--- src/rtl/nil_pkg.sv ---
`timescale 1ns / 1ps
`default_nettype none
// ----------------------------------------------------------------------------
// nil_pkg: shared types and constants of the number/identifier lexer
// Lexer modes, result kinds, character codes and the result bundle that
// travels from the step logic to the output stage.
// ----------------------------------------------------------------------------
package nil_pkg;

    localparam int COUNT_BITS = 16;
    localparam int FIELD_BITS = 16;

    typedef enum logic [2:0] {
        MODE_IDLE    = 3'd0,
        MODE_NUM     = 3'd1,
        MODE_IDENT   = 3'd2,
        MODE_COMMENT = 3'd3,
        MODE_SKIP    = 3'd4
    } mode_t;

    typedef enum logic [1:0] {
        KIND_NUM   = 2'd0,
        KIND_IDENT = 2'd1,
        KIND_BAD   = 2'd2
    } kind_t;

    localparam logic [7:0] CH_DIGIT_LO = 8'd48;
    localparam logic [7:0] CH_DIGIT_HI = 8'd57;
    localparam logic [7:0] CH_UPPER_LO = 8'h41;
    localparam logic [7:0] CH_UPPER_HI = 8'h5A;
    localparam logic [7:0] CH_LOWER_LO = 8'h61;
    localparam logic [7:0] CH_LOWER_HI = 8'h7A;
    localparam logic [7:0] CH_HASH     = 8'h23;
    localparam logic [7:0] CH_NEWLINE  = 8'h0A;
    localparam logic [7:0] CH_SPACE    = 8'h20;
    localparam logic [7:0] CH_TAB      = 8'h09;

    typedef struct packed {
        logic                  valid;
        kind_t                 kind;
        logic [FIELD_BITS-1:0] line_no;
        logic [FIELD_BITS-1:0] col_no;
        logic [FIELD_BITS-1:0] tok_len;
    } result_t;

endpackage
`default_nettype wire

--- src/rtl/nil_if.sv ---
`timescale 1ns / 1ps
`default_nettype none
// ----------------------------------------------------------------------------
// nil_if: request channels of the lexer
// Character channel into the lexer and token channel out of it, both with
// valid/ready handshake.
// ----------------------------------------------------------------------------
interface nil_char_if;
    logic       valid;
    logic       ready;
    logic [7:0] ch;
    logic       end_of_input;

    modport source (output valid, output ch, output end_of_input, input ready);
    modport sink   (input valid, input ch, input end_of_input, output ready);
endinterface

interface nil_tok_if;
    logic                           valid;
    logic                           ready;
    nil_pkg::kind_t                 kind;
    logic [nil_pkg::FIELD_BITS-1:0] line_no;
    logic [nil_pkg::FIELD_BITS-1:0] col_no;
    logic [nil_pkg::FIELD_BITS-1:0] tok_len;

    modport source (output valid, output kind, output line_no, output col_no,
                    output tok_len, input ready);
    modport sink   (input valid, input kind, input line_no, input col_no,
                    input tok_len, output ready);
endinterface
`default_nettype wire

--- src/rtl/number_identifier_lexer_unit.sv ---
`timescale 1ns / 1ps
`default_nettype none
// ----------------------------------------------------------------------------
// number_identifier_lexer_unit: number and identifier lexer
// Character-class lexer that turns a byte stream into number, identifier
// and malformed-symbol results with line, column and length.
// ----------------------------------------------------------------------------
// The lexer takes one character request per clock cycle while char_in.ready
// is high and registers at most one token request per character. The mode
// and the line, column, token-start and run-length counters sit in registers
// that the step logic updates in a single pass, so a character can follow in
// every cycle. Results land in an output register backed by a one-entry skid
// register: char_in.ready is low only while that skid register is full,
// which happens when the sink stalls and two results are pending. Digits form
// number tokens; a letter followed by letters or digits forms an identifier.
// A run ends at space, tab, newline, '#' or end of input; '#' then opens a
// comment to the end of the line. Any other character gives a malformed
// result (length 0, column of that character) and the rest of the word is
// dropped up to the next blank or newline. The first character of a line is
// in column 1, the first line is line 1. Counters are COUNT_BITS wide and
// saturate; reported fields clamp at 65535. End of input flushes a pending
// token and returns every counter to its reset value.
// ----------------------------------------------------------------------------
module number_identifier_lexer_unit #(
    parameter int COUNT_BITS = nil_pkg::COUNT_BITS
) (
    input  wire logic clk,
    input  wire logic rst_n,
    nil_char_if.sink  char_in,
    nil_tok_if.source tok_out
);

    // Lexer state
    nil_pkg::mode_t        mode_reg,  mode_next;
    logic [COUNT_BITS-1:0] line_reg,  line_next;
    logic [COUNT_BITS-1:0] col_reg,   col_next;
    logic [COUNT_BITS-1:0] start_reg, start_next;
    logic [COUNT_BITS-1:0] run_reg,   run_next;

    // Output register and skid register
    nil_pkg::result_t step_result;
    nil_pkg::result_t out_reg;
    nil_pkg::result_t skid_reg;

    logic accept;
    logic push;
    logic pop;

    // Hold off new characters only while the skid register is occupied
    assign char_in.ready = ~skid_reg.valid;
    assign accept        = char_in.valid & char_in.ready;
    assign push          = accept & step_result.valid;
    assign pop           = out_reg.valid & tok_out.ready;

    nil_step #(
        .COUNT_BITS (COUNT_BITS)
    ) u_step (
        .ch           (char_in.ch),
        .end_of_input (char_in.end_of_input),
        .mode         (mode_reg),
        .line_count   (line_reg),
        .column_count (col_reg),
        .start_column (start_reg),
        .run_length   (run_reg),
        .mode_next    (mode_next),
        .line_next    (line_next),
        .column_next  (col_next),
        .start_next   (start_next),
        .run_next     (run_next),
        .result       (step_result)
    );

    // Advance the lexer state on every accepted character
    always_ff @(posedge clk or negedge rst_n)
    begin
        if (!rst_n)
        begin
            mode_reg  <= nil_pkg::MODE_IDLE;
            line_reg  <= COUNT_BITS'(1);
            col_reg   <= '0;
            start_reg <= '0;
            run_reg   <= '0;
        end
        else if (accept)
        begin
            mode_reg  <= mode_next;
            line_reg  <= line_next;
            col_reg   <= col_next;
            start_reg <= start_next;
            run_reg   <= run_next;
        end
    end

    // Result queue: the output register drains first, the skid register
    // refills it when the sink takes a request
    always_ff @(posedge clk or negedge rst_n)
    begin
        if (!rst_n)
        begin
            out_reg  <= '0;
            skid_reg <= '0;
        end
        else if (skid_reg.valid)
        begin
            if (pop)
            begin
                out_reg        <= skid_reg;
                skid_reg.valid <= 1'b0;
            end
        end
        else if (push)
        begin
            if (!out_reg.valid || pop)
                out_reg <= step_result;
            else
                skid_reg <= step_result;
        end
        else if (pop)
        begin
            out_reg.valid <= 1'b0;
        end
    end

    assign tok_out.valid   = out_reg.valid;
    assign tok_out.kind    = out_reg.kind;
    assign tok_out.line_no = out_reg.line_no;
    assign tok_out.col_no  = out_reg.col_no;
    assign tok_out.tok_len = out_reg.tok_len;

endmodule
`default_nettype wire

--- src/rtl/nil_step.sv ---
`timescale 1ns / 1ps
`default_nettype none
// ----------------------------------------------------------------------------
// nil_step: one-character lexer step
// Classify the character, compute the next mode and counters, and form the
// result request, if any.
// ----------------------------------------------------------------------------
module nil_step #(
    parameter int COUNT_BITS = nil_pkg::COUNT_BITS
) (
    input  wire logic [7:0]            ch,
    input  wire logic                  end_of_input,
    input  wire nil_pkg::mode_t        mode,
    input  wire logic [COUNT_BITS-1:0] line_count,
    input  wire logic [COUNT_BITS-1:0] column_count,
    input  wire logic [COUNT_BITS-1:0] start_column,
    input  wire logic [COUNT_BITS-1:0] run_length,
    output nil_pkg::mode_t             mode_next,
    output logic [COUNT_BITS-1:0]      line_next,
    output logic [COUNT_BITS-1:0]      column_next,
    output logic [COUNT_BITS-1:0]      start_next,
    output logic [COUNT_BITS-1:0]      run_next,
    output nil_pkg::result_t           result
);

    localparam int FB = nil_pkg::FIELD_BITS;
    localparam logic [COUNT_BITS-1:0] CNT_ONE = COUNT_BITS'(1);

    logic is_digit, is_letter, is_blank, is_hash, is_newline;
    logic [COUNT_BITS-1:0] line_inc, col_inc, run_inc;
    logic [COUNT_BITS+FB-1:0] line_ext, start_ext, run_ext, col_ext;
    logic [FB-1:0] line_out, start_out, run_out, col_out;
    logic in_run;
    nil_pkg::kind_t run_kind;

    assign is_digit   = (ch >= nil_pkg::CH_DIGIT_LO) && (ch <= nil_pkg::CH_DIGIT_HI);
    assign is_letter  = ((ch >= nil_pkg::CH_UPPER_LO) && (ch <= nil_pkg::CH_UPPER_HI))
                     || ((ch >= nil_pkg::CH_LOWER_LO) && (ch <= nil_pkg::CH_LOWER_HI));
    assign is_blank   = (ch == nil_pkg::CH_SPACE) || (ch == nil_pkg::CH_TAB);
    assign is_hash    = (ch == nil_pkg::CH_HASH);
    assign is_newline = (ch == nil_pkg::CH_NEWLINE);

    // Saturating increments
    assign line_inc = (&line_count)   ? line_count   : line_count + CNT_ONE;
    assign col_inc  = (&column_count) ? column_count : column_count + CNT_ONE;
    assign run_inc  = (&run_length)   ? run_length   : run_length + CNT_ONE;

    // Clamp counters to the 16-bit result fields
    assign line_ext  = {{FB{1'b0}}, line_count};
    assign start_ext = {{FB{1'b0}}, start_column};
    assign run_ext   = {{FB{1'b0}}, run_length};
    assign col_ext   = {{FB{1'b0}}, col_inc};
    assign line_out  = (|line_ext[COUNT_BITS+FB-1:FB])  ? '1 : line_ext[FB-1:0];
    assign start_out = (|start_ext[COUNT_BITS+FB-1:FB]) ? '1 : start_ext[FB-1:0];
    assign run_out   = (|run_ext[COUNT_BITS+FB-1:FB])   ? '1 : run_ext[FB-1:0];
    assign col_out   = (|col_ext[COUNT_BITS+FB-1:FB])   ? '1 : col_ext[FB-1:0];

    assign in_run   = (mode == nil_pkg::MODE_NUM) || (mode == nil_pkg::MODE_IDENT);
    assign run_kind = (mode == nil_pkg::MODE_NUM) ? nil_pkg::KIND_NUM : nil_pkg::KIND_IDENT;

    always_comb
    begin
        mode_next      = mode;
        line_next      = line_count;
        column_next    = column_count;
        start_next     = start_column;
        run_next       = run_length;
        result.valid   = 1'b0;
        result.kind    = run_kind;
        result.line_no = line_out;
        result.col_no  = start_out;
        result.tok_len = run_out;

        if (end_of_input)
        begin
            // Flush a pending token, then return to the reset state
            result.valid = in_run;
            mode_next    = nil_pkg::MODE_IDLE;
            line_next    = CNT_ONE;
            column_next  = '0;
            start_next   = '0;
            run_next     = '0;
        end
        else if (is_newline)
        begin
            result.valid = in_run;
            mode_next    = nil_pkg::MODE_IDLE;
            line_next    = line_inc;
            column_next  = '0;
            run_next     = '0;
        end
        else
        begin
            column_next = col_inc;
            unique case (mode) inside
                nil_pkg::MODE_COMMENT:
                begin
                end
                nil_pkg::MODE_SKIP:
                begin
                    if (is_blank)
                        mode_next = nil_pkg::MODE_IDLE;
                end
                nil_pkg::MODE_NUM, nil_pkg::MODE_IDENT:
                begin
                    if (is_digit || ((mode == nil_pkg::MODE_IDENT) && is_letter))
                    begin
                        run_next = run_inc;
                    end
                    else if (is_blank || is_hash)
                    begin
                        result.valid = 1'b1;
                        mode_next    = is_hash ? nil_pkg::MODE_COMMENT : nil_pkg::MODE_IDLE;
                        run_next     = '0;
                    end
                    else
                    begin
                        result.valid   = 1'b1;
                        result.kind    = nil_pkg::KIND_BAD;
                        result.col_no  = col_out;
                        result.tok_len = '0;
                        mode_next      = nil_pkg::MODE_SKIP;
                        run_next       = '0;
                    end
                end
                default:
                begin
                    if (is_blank)
                    begin
                        mode_next = nil_pkg::MODE_IDLE;
                    end
                    else if (is_hash)
                    begin
                        mode_next = nil_pkg::MODE_COMMENT;
                    end
                    else if (is_digit || is_letter)
                    begin
                        mode_next  = is_digit ? nil_pkg::MODE_NUM : nil_pkg::MODE_IDENT;
                        start_next = col_inc;
                        run_next   = CNT_ONE;
                    end
                    else
                    begin
                        result.valid   = 1'b1;
                        result.kind    = nil_pkg::KIND_BAD;
                        result.col_no  = col_out;
                        result.tok_len = '0;
                        mode_next      = nil_pkg::MODE_SKIP;
                    end
                end
            endcase
        end
    end

endmodule
`default_nettype wire

--- src/flat_wrapper.sv ---
// flat-port wrapper written by rule: the top's interface ports become plain ports
module number_identifier_lexer_unit_flat 
#(
    parameter int COUNT_BITS = nil_pkg::COUNT_BITS
)
  (clk, rst_n, char_in_valid, char_in_ch, char_in_end_of_input, char_in_ready, tok_out_valid, tok_out_kind, tok_out_line_no, tok_out_col_no, tok_out_tok_len, tok_out_ready);
  nil_char_if char_in_i ();
  nil_tok_if tok_out_i ();
  input  wire logic clk;
  input  wire logic rst_n;
  input wire logic [$bits(char_in_i.valid)-1:0] char_in_valid;
  input wire logic [$bits(char_in_i.ch)-1:0] char_in_ch;
  input wire logic [$bits(char_in_i.end_of_input)-1:0] char_in_end_of_input;
  output wire logic [$bits(char_in_i.ready)-1:0] char_in_ready;
  output wire logic [$bits(tok_out_i.valid)-1:0] tok_out_valid;
  output wire logic [$bits(tok_out_i.kind)-1:0] tok_out_kind;
  output wire logic [$bits(tok_out_i.line_no)-1:0] tok_out_line_no;
  output wire logic [$bits(tok_out_i.col_no)-1:0] tok_out_col_no;
  output wire logic [$bits(tok_out_i.tok_len)-1:0] tok_out_tok_len;
  input wire logic [$bits(tok_out_i.ready)-1:0] tok_out_ready;
  assign char_in_i.valid = char_in_valid;
  assign char_in_i.ch = char_in_ch;
  assign char_in_i.end_of_input = char_in_end_of_input;
  assign char_in_ready = char_in_i.ready;
  assign tok_out_valid = tok_out_i.valid;
  assign tok_out_kind = tok_out_i.kind;
  assign tok_out_line_no = tok_out_i.line_no;
  assign tok_out_col_no = tok_out_i.col_no;
  assign tok_out_tok_len = tok_out_i.tok_len;
  assign tok_out_i.ready = tok_out_ready;
  number_identifier_lexer_unit #(.COUNT_BITS(COUNT_BITS)) u_core (.clk(clk), .rst_n(rst_n), .char_in(char_in_i), .tok_out(tok_out_i));
endmodule
--- config.mk ---
export PLATFORM = sky130hd
export DESIGN_NAME = number_identifier_lexer_unit_flat
export DESIGN_NICKNAME = d
export VERILOG_FILES = /design/src/rtl/nil_pkg.sv /design/src/rtl/nil_if.sv /design/src/rtl/number_identifier_lexer_unit.sv /design/src/rtl/nil_step.sv /design/src/flat_wrapper.sv
export SDC_FILE = /design/constraint.sdc
export NUM_CORES = 1
export LEC_CHECK = 0
export ABC_AREA = 1
export BUFFER_PORTS_ARGS = -buffer_cell sky130_fd_sc_hd__buf_2
export CAP_MARGIN = 20
export CORE_AREA = 3 3 165 167
export DETAILED_ROUTE_END_ITERATION = 10
export DIE_AREA = 0 0 168 170
export GPL_ROUTABILITY_DRIVEN = 0
export HOLD_SLACK_MARGIN = 0.03
export PLACE_DENSITY_LB_ADDON = 0.3
export SLEW_MARGIN = 10
export SYNTH_ARGS = -nofsm -noshare
export SYNTH_HDL_FRONTEND = slang
export SYNTH_HIERARCHICAL = 1
export SYNTH_SLANG_ARGS = --single-unit
--- constraint.sdc ---
create_clock -name clk -period 2.26 [get_ports clk]
set_input_delay 0.452 -clock clk [delete_from_list [all_inputs] [get_ports clk]]
set_output_delay 0.452 -clock clk [all_outputs]
set_load 0.05 [all_outputs]
* Word level (Yosys, flattened, before mapping)
Index checks and enable logic that the tools add are counted.
Operators by class: add/subtract/negate cells 3, $lt $le $gt $ge 6, equality and inequality tests 22, mux-type cells 60, bitwise logic cells 5, reductions and logical operators 31
Operators with widths (number):
- 2-to-1 mux 16 bit | 19
- 2-to-1 mux 51 bit | 5
- 2-to-1 mux 32 bit | 7
- one-hot mux 32 bit (2 select lines) | 1
- 2-to-1 mux 50 bit | 1
- adder 16 x 1 -> 16 bit (second input constant) | 3
- AND reduction 16 bit | 3
- 2-to-1 mux 3 bit | 12
- one-hot mux 16 bit (2 select lines) | 1
- == test 8 x 4 -> 1 bit (second input constant) | 2
- == test 8 x 6 -> 1 bit (second input constant) | 2
- greater-or-equal comparator 8 x 7 -> 1 bit (second input constant) | 2
- less-or-equal comparator 8 x 7 -> 1 bit (second input constant) | 2
- AND reduction 3 bit | 4
- AND reduction 6 bit | 2
- 2-to-1 mux 2 bit | 5
- != test 2 bit (second input constant) | 5
- nonzero test 2 bit | 5
- one-hot mux 3 bit (3 select lines) | 1
- greater-or-equal comparator 8 x 6 -> 1 bit (second input constant) | 1
- less-or-equal comparator 8 x 6 -> 1 bit (second input constant) | 1
- != test 4 x 2 -> 1 bit (second input constant) | 2
- != test 4 bit (second input constant) | 2
- logical OR 1 bit | 7
- other kinds (18) | 32
Word-level totals: register bits after elaboration 169, input port bits 13, output and inout bits 52, word-level logic and storage cells 142

* Longest topological paths before layout
depth after elaboration 13, gate-level depth with buffers 17

* Cells and area by module
Netlist, hierarchy kept.
Modules (own cells, without submodules):
- number_identifier_lexer_unit | instances 1, cells each 895, area an instance 7282.0 um^2, seq. area each 4230.3 um^2
- nil_step | instances 1, cells each 613, area an instance 3021.6 um^2, seq. area each 0.0 um^2

* Worst setup path before layout
No wires, ideal clock.
path kind input -> register, start point input port char_in_ch[6], end point register u_core.out_reg, in the netlist u_core/tok_out.col_no[0], library setup time 0.065 ns, arrival 2.041 ns, data required time 2.195 ns, slack 0.153 ns, cell stages on the path 14, cell sequence inv_1 > nand2_1 > nor2_1 > nand2_1 > nand2_1 > buf_2 > buf_2 > o21ai_0 > a21o_1 > buf_2 > nand2_4 > buf_6 > nand2_1 > nand2_1
RTL lines:
- start: declaration | RTL line flat_wrapper.sv:12 | input wire logic [$bits(char_in_i.ch)-1:0] char_in_ch;
- end signal: assignment | RTL line number_identifier_lexer_unit.sv:107 | out_reg <= skid_reg;
- end signal: assignment | RTL line number_identifier_lexer_unit.sv:114 | out_reg <= step_result;
- end: declaration | RTL line number_identifier_lexer_unit.sv:42 | nil_pkg::result_t out_reg;

==> qor.yml <==
run_status: "completed"
numCtsBuffers: 17
hold_violations: 0
grt_first_pass_wirelength_mm: 46.3
path_max_fanout: 30
rsz0062_at_grt: "no"
clock_sinks: 169
overflow: 0
die_h_um: 170
clkPwrFrac: 0.216
die_area_um2: 28600
critical_path.endpoint_type: "flop"
area_growth_pct: 15.5
drt-pass1-iter-count: 5
crit_path_cell_trace: "inv_2 -> nand3_2 -> nand2_4 -> inv_4 -> nand2_4 -> inv_4 -> nand3_2 -> o21ai_2 -> a21o_2 -> nand2_4 -> buf_12 -> nand2_1 -> nand2_1"
htreeDepth: 4
dpl.hpwl_mm: 18.1
min_period_ps: 2100
io_buffers: 64
fin_cells: 1914
fp-row-count: 59
worstSetupStartpointType: "flop"
fill_cells: 2592
critPathMostFrequentCell: "nand2_4"
ys_ff_latch: 169
clockBufferDepth: 2
pwr-share-comb: 0.490
routedWlPerCell_um: 14.5
grt_pass1_vias: 9179
place_ws_ps: -98.5
coreArea_um2: 25900
drc: 0
hp-class: "input pin to flop"
cp.required_ps: 2580
synth_warnings: 6
internal_power_uw: 7910
fin_nets: 1582
dp_cells: 1878
relSlewSlack: 0.641
ys_types: 41
cts_tree: "yes"
syn-num-nets: 1524
vdd_drop_max_mv: 0.640
ant_nets: 0
mostFrequentLayoutCells: "708 x nand2_1, 167 x dfrtp_1, 151 x nand3_1"
critPathArrivalTime_ps: 2420
swShare: 0.470
synth-seq-area-share: 0.411
antenna_found_initial: 0
clock_skew_ps: 11.8
ios: 65
ff2ff_setup_slack_ps: 160
mostFrequentLayoutCell: "nand2_1"
tns_ps: 0
clock_latency_ps: 440
grt_max_degree: 61
path_clk_slew_ps: 70
setup_violations: 0
max_freq_ghz: 0.477
grt_use_total: 0.195
clock-root-buffer: "clkbuf_16"
tightest_slew_ps: 538
routed_wl_mm: 27.8
hold_ws_ps: 344
power.switching_uw: 7020
start_util: 0.398
max_stage_delay_ps: 410
p_seq_frac: 0.294
diodes: 0
via_per_inst: 5.07
synthesis.instances: 1508
drive_above_1_share: 0.153
timing.final.crit_share: 0.928
num_vias: 9707
leakage_uw: 0.00639
timing.final.max_slew_violations: 0
critical_path_class: "flop to flop"
syn_area_um2: 10300
largest_reg_flops: 51
drt_iter0_markers: 736
drv_cap: 0
cp_slowest_cell: "dfrtp_1"
die_x_um: 168
avgSynthCellArea_um2: 6.83
setup_ws_ps: 163
powerDensity_nw_per_um2: 1250
-- worst paths after layout --
path                                                       start                                     to  cells after the start
hold reg to reg            u_core/tok_out.line_no[9]$_DFFE_PN0P_  u_core/tok_out.line_no[9]$_DFFE_PN0P_                      2
max in group asynchronous                                  rst_n        u_core/skid_reg[15]$_DFFE_PN0P_                      3
setup / recovery                  u_core/mode_reg[0]$_DFFE_PN0P_   u_core/tok_out.col_no[9]$_DFFE_PN0P_                     13
hold / removal                                     tok_out_ready          u_core/skid_reg[50]$_DFF_PN0_                      4
min in group asynchronous                                  rst_n   u_core/tok_out.col_no[4]$_DFFE_PN0P_                      2
setup reg to reg                  u_core/mode_reg[0]$_DFFE_PN0P_   u_core/tok_out.col_no[9]$_DFFE_PN0P_                     13
-- cell type report --
| class | instances | area, µm² | area share |
|---|---|---|---|
| timing repair buffer | 136 | 1110 | 0.0935 |
| multi-input combinational | 1167 | 5210 | 0.438 |
| tap | 335 | 419 | 0.0352 |
| clock buffer | 18 | 429 | 0.0361 |
| sequential | 169 | 4230 | 0.356 |
| inverter | 75 | 288 | 0.0242 |
| clock inverter | 14 | 210 | 0.0177 |
-- cells in the mapped netlist, drive strengths merged --
cell type | n | area share
or2 | 5 | 0.0030
nor2 | 101 | 0.041
nor3 | 13 | 0.0063
clkbuf | 18 | 0.0067
xor2 | 18 | 0.015
nor4 | 2 | 0.0012
nand2 | 721 | 0.27
buf | 79 | 0.053
a31o | 1 | 0.00085
a21oi | 61 | 0.034
a211oi | 1 | 0.00073
inv | 75 | 0.028
ha | 3 | 0.0036
and2 | 1 | 0.00061
o21ai | 63 | 0.035
nand3 | 157 | 0.078
a311oi | 1 | 0.00085
nand3b | 2 | 0.0015
a21o | 1 | 0.00073
o31ai | 1 | 0.00073
nand4 | 11 | 0.0073
xnor2 | 4 | 0.0034
dfrtp | 168 | 0.41
dfstp | 1 | 0.0026
-- routing by layer --
layer | vias to the layer above | track usage | routed length [µm]
met5 | - | 0 | 0
met3 | 38 | 0.0279 | 1130
met1 | 4598 | 0.266 | 12800
met4 | 0 | 0.0544 | 483
met2 | 209 | 0.328 | 13400
li1 | 4862 | - | -
-- cell families after synthesis --
| kind of cell | synth area share |
|---|---|
| xor+xnor | 0.0187 |
| flops | 0.411 |
| compound gates | 0.0721 |
| simple gates | 0.407 |
| buf+inv | 0.0878 |
| fa+ha+maj | 0.00364 |
-- power by group through the flow --
stage | clock, µW | sequential (µW) | combinational (µW)
after global routing | 3420 | 4490 | 8030
after global placement | 0 | 4420 | 7100
after detailed placement | 0 | 4440 | 7160
after CTS | 3270 | 4390 | 7180
after floorplan | 0 | 5180 | 4340
final | 3220 | 4390 | 7320
-- critical path: cells and delay by family (launching register included) --
family	cells	cell delay (ps)
AO/OA/AOI/OAI	2	440
buffers and inverters	4	470
flip-flops	1	410
AND/OR/NAND/NOR	7	620
-- what timing repair did --
action / 4_1_cts / 5_1_grt
gates resized for setup: 0 / 11
setup endpoints to repair: 0 / 105
hold buffers: 1 / 0
buffers inserted: 0 / 2
endpoints found under the hold margin: 35 / 0
-- stage by stage --
| stage | util | power [µW] | instance area [µm²] |
|---|---|---|---|
| after floorplan | - | 9520 | 10300 |
| after global placement | 0.431 | 11500 | 11200 |
| after global routing | 0.459 | 15900 | 11900 |
| final | 0.459 | 14900 | 11900 |
| after detailed placement | 0.431 | 11600 | 11200 |
| after CTS | 0.456 | 14800 | 11800 |
(Power assumes the default switching activity.)
